[src/design/assert_macros.svh]
// Assertion macros shared by the RTL of the orbit occupation accumulator.
// Needs a clock named clk and an active-low reset named rst_n in scope.
`ifndef ASSERT_MACROS_SVH
`define ASSERT_MACROS_SVH

// A property that must hold at every clock edge outside reset.
`define ASSERT_ALWAYS(label, prop, msg) \
  label: assert property (@(posedge clk) disable iff (!rst_n) (prop)) else $error(msg);

// An overlapping implication checked at every clock edge outside reset.
`define ASSERT_IMPLIES(label, ante, cons, msg) \
  label: assert property (@(posedge clk) disable iff (!rst_n) (ante) |-> (cons)) \
    else $error(msg);

`endif

[src/design/ooa_pkg.sv]
// Package of the orbit occupation accumulator: sizes, stream packing offsets,
// request codes and data types. Depends on nothing.
package ooa_pkg;

  // Design size.
  localparam int NUM_STATE_BITS = 64;
  localparam int NUM_BINS       = 16;

  // Field widths.
  localparam int REQ_W     = 2;
  localparam int AMP_W     = 16;
  localparam int PAT_W     = 64;
  localparam int IDX_W     = 6;
  localparam int MAPV_W    = 4;
  localparam int PC_W      = 7;
  localparam int BIN_W     = 40;
  localparam int BIN_NUM_W = 4;
  localparam int RUN_W     = 32;

  // Digit-serial squarer: magnitude of a Q1.15 value is held in 17 bits.
  localparam int MAG_W      = AMP_W + 1;
  localparam int DIGIT_W    = 4;
  localparam int NUM_DIGITS = (MAG_W + DIGIT_W - 1) / DIGIT_W;
  localparam int MPLR_W     = NUM_DIGITS * DIGIT_W;
  localparam int DIG_CNT_W  = $clog2(NUM_DIGITS);

  // Address widths of the map and of the bin file.
  localparam int MAP_AW = $clog2(NUM_STATE_BITS);
  localparam int BIN_AW = $clog2(NUM_BINS);
  localparam int EXT_W  = IDX_W + 1;

  // Input tdata packing, lowest bits first.
  localparam int AMP_LSB      = 0;
  localparam int PAT_LSB      = AMP_LSB + AMP_W;
  localparam int IDX_LSB      = PAT_LSB + PAT_W;
  localparam int MAPV_LSB     = IDX_LSB + IDX_W;
  localparam int IN_FIELDS_W  = MAPV_LSB + MAPV_W;
  localparam int IN_TDATA_W   = ((IN_FIELDS_W + 7) / 8) * 8;

  // Output tdata packing, lowest bits first.
  localparam int BIN_VAL_LSB  = 0;
  localparam int BIN_NUM_LSB  = BIN_VAL_LSB + BIN_W;
  localparam int OUT_FIELDS_W = BIN_NUM_LSB + BIN_NUM_W;
  localparam int OUT_TDATA_W  = ((OUT_FIELDS_W + 7) / 8) * 8;

  // Request codes carried on in_tuser.
  localparam logic [REQ_W-1:0] REQ_MAP_WR = 2'd0;
  localparam logic [REQ_W-1:0] REQ_ACCUM  = 2'd1;
  localparam logic [REQ_W-1:0] REQ_CLEAR  = 2'd2;
  localparam logic [REQ_W-1:0] REQ_READ   = 2'd3;

  typedef logic [BIN_W-1:0] bin_t;
  typedef logic [RUN_W-1:0] run_t;

endpackage

[src/design/ooa_ram.sv]
// Generic single-port-write, single-port-read RAM with a registered read.
// Self-contained; used for the orbit-to-bin map.
module ooa_ram #(
  parameter int WIDTH = 4,
  parameter int DEPTH = 64
) (
  input  logic                     clk,
  input  logic                     we,
  input  logic [$clog2(DEPTH)-1:0] waddr,
  input  logic [WIDTH-1:0]         wdata,
  input  logic [$clog2(DEPTH)-1:0] raddr,
  output logic [WIDTH-1:0]         rdata
);

  logic [WIDTH-1:0] mem [DEPTH];
  logic [WIDTH-1:0] rdata_r;

  always_ff @(posedge clk) begin
    if (we) begin
      mem[waddr] <= wdata;
    end
    rdata_r <= mem[raddr];
  end

  assign rdata = rdata_r;

endmodule

[src/design/orbit_occupation_accumulator.sv]
// Orbit occupation accumulator: one request per transfer on the in_ stream, kind on in_tuser.
// A map write or a bin clear completes in the transfer cycle. An amplitude takes the transfer,
// a multiply state in which a 17x4 multiplier squares the magnitude one 4-bit digit at a time,
// and a state for the saturating run-sum add. An amplitude with in_tlast adds a walk over the
// occupancy pattern at one bit per cycle, ending after the highest set bit that is used or when
// particle_count bits are taken, then a drain state for the last bin update; the walk length is
// set by the pattern and particle_count, and the map RAM gives one entry per cycle. A bin read
// yields one transfer on the out_ stream once the output register is free; the next request may
// be taken while that result still waits. Bins are flip-flops cleared by reset, so no clearing
// pass is needed. Depends on ooa_pkg, ooa_ram and assert_macros.svh.
`include "assert_macros.svh"

module orbit_occupation_accumulator (
  input  logic                             clk,
  input  logic                             rst_n,
  // Configuration: particle_count.
  input  logic                             cfg_valid,
  output logic                             cfg_ready,
  input  logic [ooa_pkg::PC_W-1:0]         cfg_data,
  // Requests.
  input  logic                             in_tvalid,
  output logic                             in_tready,
  // amplitude [15:0], occupancy_pattern [79:16], entry_index [85:80],
  // map_value [89:86], zero padding above.
  input  logic [ooa_pkg::IN_TDATA_W-1:0]   in_tdata,
  input  logic                             in_tlast,   // last_in_run
  input  logic [ooa_pkg::REQ_W-1:0]        in_tuser,   // req_type
  // Bin read results.
  output logic                             out_tvalid,
  input  logic                             out_tready,
  // bin_value [39:0], bin_number [43:40], zero padding above.
  output logic [ooa_pkg::OUT_TDATA_W-1:0]  out_tdata,
  output logic                             out_tuser   // overflow_seen
);

  import ooa_pkg::*;

  // Sequencer states.
  localparam logic [2:0] ST_IDLE  = 3'd0;
  localparam logic [2:0] ST_MUL   = 3'd1;
  localparam logic [2:0] ST_SUM   = 3'd2;
  localparam logic [2:0] ST_WALK  = 3'd3;
  localparam logic [2:0] ST_DRAIN = 3'd4;
  localparam logic [2:0] ST_RDOUT = 3'd5;

  localparam logic [EXT_W-1:0] STATE_BITS_LIM = EXT_W'(NUM_STATE_BITS);
  localparam logic [EXT_W-1:0] BINS_LIM       = EXT_W'(NUM_BINS);

  // Unpacked request fields.
  logic [AMP_W-1:0]  in_amp;
  logic [PAT_W-1:0]  in_pat;
  logic [IDX_W-1:0]  in_idx;
  logic [MAPV_W-1:0] in_mapv;
  logic              in_xfer;

  assign in_amp  = in_tdata[AMP_LSB  +: AMP_W];
  assign in_pat  = in_tdata[PAT_LSB  +: PAT_W];
  assign in_idx  = in_tdata[IDX_LSB  +: IDX_W];
  assign in_mapv = in_tdata[MAPV_LSB +: MAPV_W];

  // Control state.
  logic [2:0]          state_r, state_nxt;
  logic [PC_W-1:0]     pc_r, pc_nxt;
  run_t                run_sum_r, run_sum_nxt;
  logic                sat_flag_r, sat_flag_nxt;
  bin_t                bins_r [NUM_BINS];
  bin_t                bins_nxt [NUM_BINS];
  logic                add_v_r, add_v_nxt;
  logic                out_valid_r, out_valid_nxt;

  // Datapath registers.
  logic [MAG_W-1:0]     mag_r, mag_nxt;
  logic [MPLR_W-1:0]    mplr_r, mplr_nxt;
  run_t                 acc_r, acc_nxt;
  logic [DIG_CNT_W-1:0] dig_r, dig_nxt;
  logic                 last_r, last_nxt;
  logic [NUM_STATE_BITS-1:0] pat_r, pat_nxt;
  logic [MAP_AW-1:0]    bit_r, bit_nxt;
  logic [PC_W-1:0]      taken_r, taken_nxt;
  logic [IDX_W-1:0]     rd_idx_r, rd_idx_nxt;
  bin_t                 out_val_r, out_val_nxt;
  logic [BIN_NUM_W-1:0] out_num_r, out_num_nxt;
  logic                 out_ovf_r, out_ovf_nxt;

  // Map RAM connections.
  logic              map_we;
  logic [MAP_AW-1:0] map_raddr;
  logic [MAPV_W-1:0] map_rdata;

  ooa_ram #(
    .WIDTH (MAPV_W),
    .DEPTH (NUM_STATE_BITS)
  ) u_map_ram (
    .clk   (clk),
    .we    (map_we),
    .waddr (in_idx[MAP_AW-1:0]),
    .wdata (in_mapv),
    .raddr (map_raddr),
    .rdata (map_rdata)
  );

  // The block takes one request at a time; configuration only between requests.
  assign in_tready = (state_r == ST_IDLE);
  assign cfg_ready = (state_r == ST_IDLE);
  assign in_xfer   = in_tvalid && in_tready;

  assign map_we    = in_xfer && (in_tuser == REQ_MAP_WR) &&
                     ({1'b0, in_idx} < STATE_BITS_LIM);
  assign map_raddr = bit_r;

  // Magnitude of the two's complement amplitude; the most negative value gives 2^15.
  logic [MAG_W-1:0] in_mag;
  assign in_mag = in_amp[AMP_W-1] ? (MAG_W'(0) - {in_amp[AMP_W-1], in_amp})
                                  : {1'b0, in_amp};

  // One digit of the multiplier per cycle, most significant digit first.
  logic [MAG_W+DIGIT_W-1:0] partial;
  assign partial = mag_r * mplr_r[MPLR_W-1 -: DIGIT_W];

  // Saturating run-sum update.
  logic [RUN_W:0] run_total;
  assign run_total = {1'b0, run_sum_r} + {1'b0, acc_r};

  // Bin update, in the cycle after the map entry of a taken bit was read.
  logic [EXT_W-1:0] upd_bin_ext;
  logic             upd_ok;
  logic [BIN_AW-1:0] upd_bin;
  logic [BIN_W:0]   bin_total;

  assign upd_bin_ext = EXT_W'(map_rdata);
  assign upd_ok      = add_v_r && (upd_bin_ext < BINS_LIM);
  assign upd_bin     = upd_bin_ext[BIN_AW-1:0];
  assign bin_total   = {1'b0, bins_r[upd_bin]} + {{(BIN_W-RUN_W+1){1'b0}}, run_sum_r};

  // Bin read.
  logic [EXT_W-1:0] rd_ext;
  logic             rd_ok;
  logic             out_free;

  assign rd_ext   = {1'b0, rd_idx_r};
  assign rd_ok    = rd_ext < BINS_LIM;
  assign out_free = !out_valid_r || out_tready;

  // Walk step: take the lowest remaining pattern bit while the count allows.
  logic take;
  assign take = pat_r[0] && (taken_r < pc_r);

  always_comb begin
    state_nxt     = state_r;
    pc_nxt        = pc_r;
    run_sum_nxt   = run_sum_r;
    sat_flag_nxt  = sat_flag_r;
    bins_nxt      = bins_r;
    add_v_nxt     = 1'b0;
    out_valid_nxt = out_valid_r && !out_tready;
    mag_nxt       = mag_r;
    mplr_nxt      = mplr_r;
    acc_nxt       = acc_r;
    dig_nxt       = dig_r;
    last_nxt      = last_r;
    pat_nxt       = pat_r;
    bit_nxt       = bit_r;
    taken_nxt     = taken_r;
    rd_idx_nxt    = rd_idx_r;
    out_val_nxt   = out_val_r;
    out_num_nxt   = out_num_r;
    out_ovf_nxt   = out_ovf_r;

    if (cfg_valid && cfg_ready) begin
      pc_nxt = cfg_data;
    end

    // Pending bin addition from the walk.
    if (upd_ok) begin
      if (bin_total[BIN_W]) begin
        bins_nxt[upd_bin] = {BIN_W{1'b1}};
        sat_flag_nxt      = 1'b1;
      end else begin
        bins_nxt[upd_bin] = bin_total[BIN_W-1:0];
      end
    end

    case (state_r)
      ST_IDLE: begin
        if (in_xfer) begin
          case (in_tuser)
            REQ_ACCUM: begin
              mag_nxt   = in_mag;
              mplr_nxt  = MPLR_W'(in_mag);
              acc_nxt   = '0;
              dig_nxt   = '0;
              last_nxt  = in_tlast;
              pat_nxt   = in_pat[NUM_STATE_BITS-1:0];
              state_nxt = ST_MUL;
            end
            REQ_CLEAR: begin
              for (int i = 0; i < NUM_BINS; i++) begin
                bins_nxt[i] = '0;
              end
              sat_flag_nxt = 1'b0;
            end
            REQ_READ: begin
              rd_idx_nxt = in_idx;
              state_nxt  = ST_RDOUT;
            end
            default: begin
              // Map writes go straight to the RAM.
            end
          endcase
        end
      end

      ST_MUL: begin
        acc_nxt  = {acc_r[RUN_W-DIGIT_W-1:0], {DIGIT_W{1'b0}}} + RUN_W'(partial);
        mplr_nxt = {mplr_r[MPLR_W-DIGIT_W-1:0], {DIGIT_W{1'b0}}};
        dig_nxt  = dig_r + 1'b1;
        if (dig_r == DIG_CNT_W'(NUM_DIGITS - 1)) begin
          state_nxt = ST_SUM;
        end
      end

      ST_SUM: begin
        if (run_total[RUN_W]) begin
          run_sum_nxt  = {RUN_W{1'b1}};
          sat_flag_nxt = 1'b1;
        end else begin
          run_sum_nxt = run_total[RUN_W-1:0];
        end
        bit_nxt   = '0;
        taken_nxt = '0;
        state_nxt = last_r ? ST_WALK : ST_IDLE;
      end

      ST_WALK: begin
        add_v_nxt = take;
        if (take) begin
          taken_nxt = taken_r + 1'b1;
        end
        pat_nxt = pat_r >> 1;
        bit_nxt = bit_r + 1'b1;
        // Stop once no set bit is left or the particle count is reached.
        if ((pat_nxt == '0) || (taken_nxt >= pc_r)) begin
          state_nxt = ST_DRAIN;
        end
      end

      ST_DRAIN: begin
        // The last bin update uses the run sum in this cycle; the run then restarts.
        run_sum_nxt = '0;
        state_nxt   = ST_IDLE;
      end

      ST_RDOUT: begin
        if (out_free) begin
          out_val_nxt   = rd_ok ? bins_r[rd_ext[BIN_AW-1:0]] : '0;
          out_num_nxt   = rd_idx_r[BIN_NUM_W-1:0];
          out_ovf_nxt   = sat_flag_r;
          out_valid_nxt = 1'b1;
          state_nxt     = ST_IDLE;
        end
      end

      default: begin
        state_nxt = ST_IDLE;
      end
    endcase
  end

  always_ff @(posedge clk) begin
    if (!rst_n) begin
      state_r     <= ST_IDLE;
      pc_r        <= PC_W'(1);
      run_sum_r   <= '0;
      sat_flag_r  <= 1'b0;
      add_v_r     <= 1'b0;
      out_valid_r <= 1'b0;
      for (int i = 0; i < NUM_BINS; i++) begin
        bins_r[i] <= '0;
      end
    end else begin
      state_r     <= state_nxt;
      pc_r        <= pc_nxt;
      run_sum_r   <= run_sum_nxt;
      sat_flag_r  <= sat_flag_nxt;
      add_v_r     <= add_v_nxt;
      out_valid_r <= out_valid_nxt;
      bins_r      <= bins_nxt;
    end
  end

  always_ff @(posedge clk) begin
    mag_r     <= mag_nxt;
    mplr_r    <= mplr_nxt;
    acc_r     <= acc_nxt;
    dig_r     <= dig_nxt;
    last_r    <= last_nxt;
    pat_r     <= pat_nxt;
    bit_r     <= bit_nxt;
    taken_r   <= taken_nxt;
    rd_idx_r  <= rd_idx_nxt;
    out_val_r <= out_val_nxt;
    out_num_r <= out_num_nxt;
    out_ovf_r <= out_ovf_nxt;
  end

  assign out_tvalid = out_valid_r;
  assign out_tdata  = {{(OUT_TDATA_W-OUT_FIELDS_W){1'b0}}, out_num_r, out_val_r};
  assign out_tuser  = out_ovf_r;

  // A bin update only follows a walk step that read the map.
  `ASSERT_IMPLIES(a_add_after_walk, add_v_r, $past(state_r) == ST_WALK, "bin update without walk step")
  // The walk never takes more orbit bits than the particle count.
  `ASSERT_ALWAYS(a_taken_bound, (state_r != ST_WALK) || (taken_r <= pc_r), "walk took too many bits")
  // After a run has been distributed the run sum starts from zero.
  `ASSERT_IMPLIES(a_run_restart, $past(state_r) == ST_DRAIN, run_sum_r == '0, "run sum kept after run end")
  // A new result only appears when a read has been processed.
  `ASSERT_IMPLIES(a_result_source, $rose(out_valid_r), $past(state_r) == ST_RDOUT, "result without read")

endmodule
[config.mk]
export PLATFORM = sky130hd
export DESIGN_NAME = orbit_occupation_accumulator
export DESIGN_NICKNAME = d
export VERILOG_FILES = /design/src/design/ooa_pkg.sv /design/src/design/ooa_ram.sv /design/src/design/orbit_occupation_accumulator.sv
export VERILOG_INCLUDE_DIRS = /design/src /design/src/design
export SDC_FILE = /design/constraint.sdc
export NUM_CORES = 2
export LEC_CHECK = 0
export BUFFER_PORTS_ARGS = -buffer_cell sky130_fd_sc_hd__buf_2
export CAP_MARGIN = 20
export CELL_PAD_IN_SITES_DETAIL_PLACEMENT = 0
export CELL_PAD_IN_SITES_GLOBAL_PLACEMENT = 1
export CORE_MARGIN = 2
export CORE_UTILIZATION = 40
export DETAILED_ROUTE_END_ITERATION = 10
export HOLD_SLACK_MARGIN = 0.1
export PLACE_DENSITY_LB_ADDON = 0.15
export SLEW_MARGIN = 20
export SYNTH_ARGS = -nofsm -noshare
export SYNTH_HDL_FRONTEND = slang
export SYNTH_SLANG_ARGS = --single-unit
[constraint.sdc]
create_clock -name clk -period 16.05 [get_ports clk]
set_input_delay 1.605 -clock clk [delete_from_list [all_inputs] [get_ports clk]]
set_output_delay 1.605 -clock clk [all_outputs]
set_load 0.02 [all_outputs]
After elaboration in Yosys (flattened, before gate mapping)

Memory sizes are Yosys's and may differ from the RTL's. A register that Yosys moved wholly into a read port is not among the register bits.
Index checks and enable logic that the tools add are counted.

Register bits after elaboration: 886
Bits in latches: 0
RAM bits: 256
Bits in read-only memories: 0
Bits of input ports: 111
Output and inout port bits: 52
Logic and storage cells: 143
Memories kept: 1

Add/subtract/negate cells: 7
Multipliers: 1
Divide/modulo/power cells: 0
Order comparisons: 7
Eq/ne operators: 15
Shift-type cells: 0
Multiplexer cells: 50
Bitwise operators: 3
Reductions and logical operators: 25

Memory list:

| name          | words | width | rd ports | clocked after memory_dff | wr ports | RTL line      | RTL |
|---|---|---|---|---|---|---|---|
| u_map_ram.mem | 64    | 4     | 1        | 1                        | 1        | ooa_ram.sv:15 | `logic [WIDTH-1:0] mem [DEPTH];` |

Operators with widths:

| cell                  | count |
|---|---|
| $mux 640              | 5 |
| $bwmux 640            | 1 |
| $or 640x640->640      | 1 |
| $bmux 40 s4           | 2 |
| $mux 40               | 5 |
| $demux 40 s4          | 1 |
| $mux 64               | 2 |
| $pmux 32 s2           | 2 |
| $pmux 64 s2           | 1 |
| $mux 32               | 3 |
| $logic_not 64->1      | 1 |
| $add 40x32->41        | 1 |
| $mux 20               | 2 |
| $pmux 20 s2           | 1 |
| $add 32x32->33        | 1 |
| $add 32x21->32        | 1 |
| $mul 17x4->21         | 1 |
| $mux 3                | 6 |
| $mux 17               | 1 |
| $sub 1x16->17 const A | 1 |
| $pmux 3 s5            | 1 |
| $mux 7                | 2 |
| $pmux 7 s2            | 1 |
| $pmux 3 s2            | 2 |
| 31 further kinds      | 63 |

Logic depth before layout (Yosys ltp)

Depth in word-level cells: 11
Mapped depth: 23
Gate-level depth less buffers: 20

By module

A second synthesis with hierarchy kept.

Cell total of the unflattened synthesis: 5006
Area, all modules: 57819.2 um2

Modules (own cells, without submodules):

| module                       | times used | cells an instance | area each (um2) | sequential area each (um2) |
|---|---|---|---|---|
| orbit_occupation_accumulator | 1          | 4485              | 47411.7         | 19748.9 |
| ooa_ram                      | 1          | 521               | 10407.5         | 7767.4 |

Least setup slack after synthesis

Ideal clock, no wire load.

Path type: flip-flop to flip-flop
Start point: register u_map_ram.rdata_r[0], in the netlist u_map_ram.rdata[0], read port of u_map_ram.mem
End point: register bins_r[28] (netlist name)
Setup time: 137 ps
Arrival time: 5442 ps
Required time: 15913 ps
Setup slack: 10471 ps
Cell stages (with the launch flop): 23
Path buffers: 7
Clock period less this slack: 5579 ps
Path through: dfxtp_1 -> buf_6 -> buf_8 -> buf_2 -> clkbuf_1 -> buf_1 -> buf_2 -> mux4_2 -> mux4_2 -> ha_1 -> inv_1 -> fa_1 -> nand2b_1 -> a211o_1 -> a21oi_1 -> o21a_1 -> o31ai_2 -> o31ai_1 -> a41o_1 -> a21oi_1 -> xor2_1 -> buf_2 -> a31oi_1

Cells in the longest elaborated chain, start to end: 11
Elaborated cells on any way between the ends: 19
Classes of those cells: 1 x add/sub; 3 x order compare; 11 x mux; 2 x bitwise; 2 x reduce/logical

Ends and longest elaborated chain:

| element                                                            | RTL line                                                                                                      | RTL |
|---|---|---|
| start, declared                                                    | ooa_ram.sv:16                                                                                                 | `logic [WIDTH-1:0] rdata_r;` |
| $not 4->5 (implied by the code)                                    | orbit_occupation_accumulator.sv:133, orbit_occupation_accumulator.sv:176, orbit_occupation_accumulator.sv:179 |  |
| $bmux 40 s4 (tied with other cells)                                | orbit_occupation_accumulator.sv:133                                                                           | `assign bin_total = {1'b0, bins_r[upd_bin]} + {{(BIN_W-RUN_W+1){1'b0}}, run_sum_r};` |
| $mux 40 (implied by the code) or $logic_and 1x1->1 (tied branches) | orbit_occupation_accumulator.sv:133, orbit_occupation_accumulator.sv:176, orbit_occupation_accumulator.sv:179 |  |
| $mux 40, on equally long branches                                  | orbit_occupation_accumulator.sv:133, orbit_occupation_accumulator.sv:176, orbit_occupation_accumulator.sv:179 |  |
| $add 40x32->41 or $demux 40 s4 (tied branches)                     | orbit_occupation_accumulator.sv:133, orbit_occupation_accumulator.sv:176, orbit_occupation_accumulator.sv:179 |  |
| $bwmux 640 or $or 640x640->640 (tied branches)                     | --                                                                                                            |  |
| $mux 640                                                           | orbit_occupation_accumulator.sv:175                                                                           | `if (bin_total[BIN_W]) begin` |
| $mux 640 (*)                                                       | orbit_occupation_accumulator.sv:174                                                                           | `if (upd_ok) begin` |
| $mux 640                                                           | orbit_occupation_accumulator.sv:186                                                                           | `case (in_tuser)` |
| $mux 640                                                           | orbit_occupation_accumulator.sv:185                                                                           | `if (in_xfer) begin` |
| $mux 640 (*)                                                       | orbit_occupation_accumulator.sv:183                                                                           | `case (state_r)` |
| end signal, assigned                                               | orbit_occupation_accumulator.sv:287                                                                           | `bins_r <= bins_nxt;` |
| end, declared                                                      | orbit_occupation_accumulator.sv:66                                                                            | `bin_t bins_r [NUM_BINS];` |

Mark *: on every way between the ends. The rest lies on a longest branch, timed or not. The select of a mux whose other input is x is not followed.
A chain may end at the register's enable or synchronous reset.

Worst setup path in the final report

Start point: register u_map_ram.rdata_r[1], in the netlist u_map_ram.rdata[1], read port of u_map_ram.mem
End point: register bins_r[126] (netlist name)

The elaborated chain is that of the path after synthesis.

==> metrics.md <==
| Metric | Value |
|---|---|
| Slew headroom | 0.239 |
| Final period util | 0.438 |
| Gate power share | 0.306 |
| Initial DRT Pass Iterations | 5 |
| CTS hold repair buffers | 0 |
| Hold Vio Cnt, Final | 0 |
| Req. time, crit path | 16.66 ns |
| Cell Int Power | 6.14 mW |
| Via density | 5.80 |
| Gate Count Post-Synth | 4976 |
| Routed WL | 171 mm |
| Critical path endpoint category | register |
| Post-Syn Area | 0.0574 mm^2 |
| CP Launch Type | register |
| Largest net degree at the start of global routing | 227 |
| Design Area, Final | 0.0640 mm^2 |
| Vias in the first global route | 39700 |
| Power Density | 148 mW/mm^2 |
| Crit path time final | 7.02 ns |
| Synth warn | 0 |
| Setup Skew | 0.0265 ns |
| Most numerous cell in the Yosys netlist | dfxtp_1 |
| Die Y | 383 um |
| Die Span X | 383 um |
| CTS resizes | 0 |
| P&R area growth vs syn | 11.6% |
| Count of placed standard cells including taps | 6676 |
| Worst-skew pair later-pin latency | 0.80 ns |
| Footprint of the multi-input gates | 0.0279 mm^2 |
| CP Data Arrival Time | 7.63 ns |
| Largest area contributor in the netlist | dfxtp_1 |
| Sequential-to-total area share from yosys stat | 0.480 |
| Initial antenna violation count | 3 |
| Drt drc | 0 |
| Grt ovf | 0 |
| Leak | 22.5 nW |
| Gpl congestion | 0.823 |
| Row cnt | 138 |
| Post-detailed-placement half-perimeter wirelength | 102 mm |
| F_max | 142 MHz |
| Cts bufs inserted | 133 |
| Flop pwr share | 0.368 |
| Clock sinks | 1146 |
| Synthesized area per cell | 11.5 um^2 |
| Max Buffers Root-to-Sink | 3 |
| Clock power share | 0.326 |
| Crit path largest cell delay | 0.75 ns |
| Worst hold path class | register to register |
| Filler cells | 13100 |
| Non-filler cells, final | 6921 |
| CP Class | register to register |
| Psw | 3.35 mW |
| Post-layout nets | 5192 |
| Top cells by area, synth | dfxtp_1, edfxtp_1, mux4_2, nor2_1, a211oi_1 |
| Max cap viols | 0 |
| Switching part of the total | 0.353 |
| Postcts setup bufs | 0 |
| Worst path slowest cell | buf_4 |
| Critical Path, Cell by Cell | buf_4 > buf_4 > mux4_2 > mux4_2 > ha_1 > inv_1 > fa_1 > nand2b_1 > a211o_1 > a21oi_1 > o21a_1 > o31ai_2 > o211ai_2 > nand2_1 > nor3_4 > buf_4 > a21oi_2 > a211oi_1 |
| EDFF count, synth | 457 |
| Endpoints failing setup | 0 |
| Top post-synthesis cells by count | dfxtp_1, nor2_1, nand2_1 |
| WL/cell | 24.7 um |
| Final setup TNS | 0 ns |
| TritonCTS clock tree | built |
| Number of DRC markers in iteration 0 | 3521 |
| Placed Area | 0.0595 mm^2 |
| Initial Util | 0.404 |
| Seq. cell area | 0.0275 mm^2 |
| First-pass GRT wire length | 257 mm |
| Distinct cells, synth | 90 |
| Die Area | 0.146 mm^2 |
| Num ports | 163 |
| Most used cell, CP | buf_4 |
| H-tree depth | 4 |
| Core area | 0.142 mm^2 |
| Status | complete, no violations |
| Crit path max fanout | 50 |
| Share of layout cells above drive strength 1 | 0.211 |
| Antenna viol nets, final | 0 |
| VDD IR max | 111 uV |
| Count of pins over their slew limit | 0 |
| Share of the synthesized area in the top cell type | 0.240 |
| Number of port buffers | 152 |
| Seq cells post-synth | 1146 |
| Fraction of registers with async set/reset | 0 |
| Top_reg_cell synth | dfxtp_1 |
| Total GRT Usage | 0.232 |
| Via count | 40200 |
| Unrepaired setup endpoints after global routing | false |
| Root Buffer | clkbuf_16 |
| Slew @ Worst Pin | 1.14 ns |
| Clk slew on worst S/H paths | 0.06 ns |
-- final cells by class --
type | instances | area share
sequential | 1146 | 0.430
antenna | 2 | 0.0000782
multi-input combinational | 3328 | 0.437
timing repair buffer | 220 | 0.0208
tap | 1890 | 0.0369
inverter | 93 | 0.00545
clock buffer | 187 | 0.0602
clock inverter | 55 | 0.00995
-- per-stage QoR --
stage | total power, mW | worst slack [ns] | hold WS, ns | util
after floorplan | 5.65 | 10.47 | 0.409 | -
after global placement | 6.49 | 9.06 | 0.447 | 0.419
after global routing | 10.0 | 8.72 | 0.476 | 0.451
final | 9.48 | 9.03 | 0.455 | 0.451
after CTS | 9.59 | 9.04 | 0.459 | 0.451
after detailed placement | 6.48 | 9.06 | 0.450 | 0.419
-- path summary, 6_finish.rpt --
check	start	to	slack (ns)	cells after the start
worst max register to register	u_map_ram.rdata[1]	bins_r[126]	9.03	18
worst min-delay path	pc_r[2]	pc_r[2]	0.46	2
worst max-delay path	u_map_ram.rdata[1]	bins_r[126]	9.03	18
worst min register to register	pc_r[2]	pc_r[2]	0.46	2
-- power by group through the flow --
stage / combinational (mW) / sequential (mW) / clock [mW]
after floorplan: 2.25 / 3.40 / 0
after detailed placement: 2.92 / 3.56 / 0
after CTS: 2.94 / 3.50 / 3.15
after global routing: 3.22 / 3.51 / 3.27
after global placement: 2.93 / 3.56 / 0
final: 2.90 / 3.49 / 3.09
-- cell usage in the layout, fill, tap and decap left out, types with 111 or more instances in the layout --
master | synthesis | routed
o21ai_0 | 340 | 340
dfxtp_1 | 689 | 685
mux4_2 | 471 | 471
nand2_1 | 486 | 485
buf_2 | 55 | 148
clkbuf_16 | 0 | 136
nor2_1 | 564 | 549
ha_1 | 111 | 111
a211oi_1 | 251 | 251
edfxtp_1 | 457 | 457
a21oi_1 | 277 | 277
-- per-layer routing --
metal | vias to the layer above | routed length (um) | track usage
li1 | 18500 | - | -
met1 | 20300 | 78400 | 0.330
met2 | 1078 | 80700 | 0.370
met3 | 240 | 8350 | 0.0339
met4 | 0 | 3830 | 0.0611
met5 | - | 0 | 0
-- flip-flops by register name, indices dropped and copies added, names as in the netlist, 3 cells and up --
name             count
taken_r              7
run_sum_r           32
state_r              3
bit_r                6
pat_r               64
acc_r               32
mplr_r              20
out_num_r            4
dig_r                3
rd_idx_r             6
out_val_r           40
u_map_ram.mem      256
u_map_ram.rdata      4
bins_r             640
mag_r               17
pc_r                 7
-- cell families after synthesis --
kind of cell,share of synthesized area
flip-flops,0.480
AND/OR/NAND/NOR,0.110
AO/OA/AOI/OAI,0.129
other,0.0000654
buffers and inverters,0.0365
adder cells (fa/ha/maj),0.0410
multiplexers,0.189
XOR/XNOR,0.0151
-- critical path: cells and delay by family (launching register included) --
kind / cells / cell delay (ns)
compound gates: 7 / 2.35
simple gates: 3 / 0.56
fa+ha+maj: 2 / 0.44
buf+inv: 4 / 1.75
mux: 2 / 0.93
flops: 1 / 0.67
Note: power is estimated with default switching activity, not from simulation.
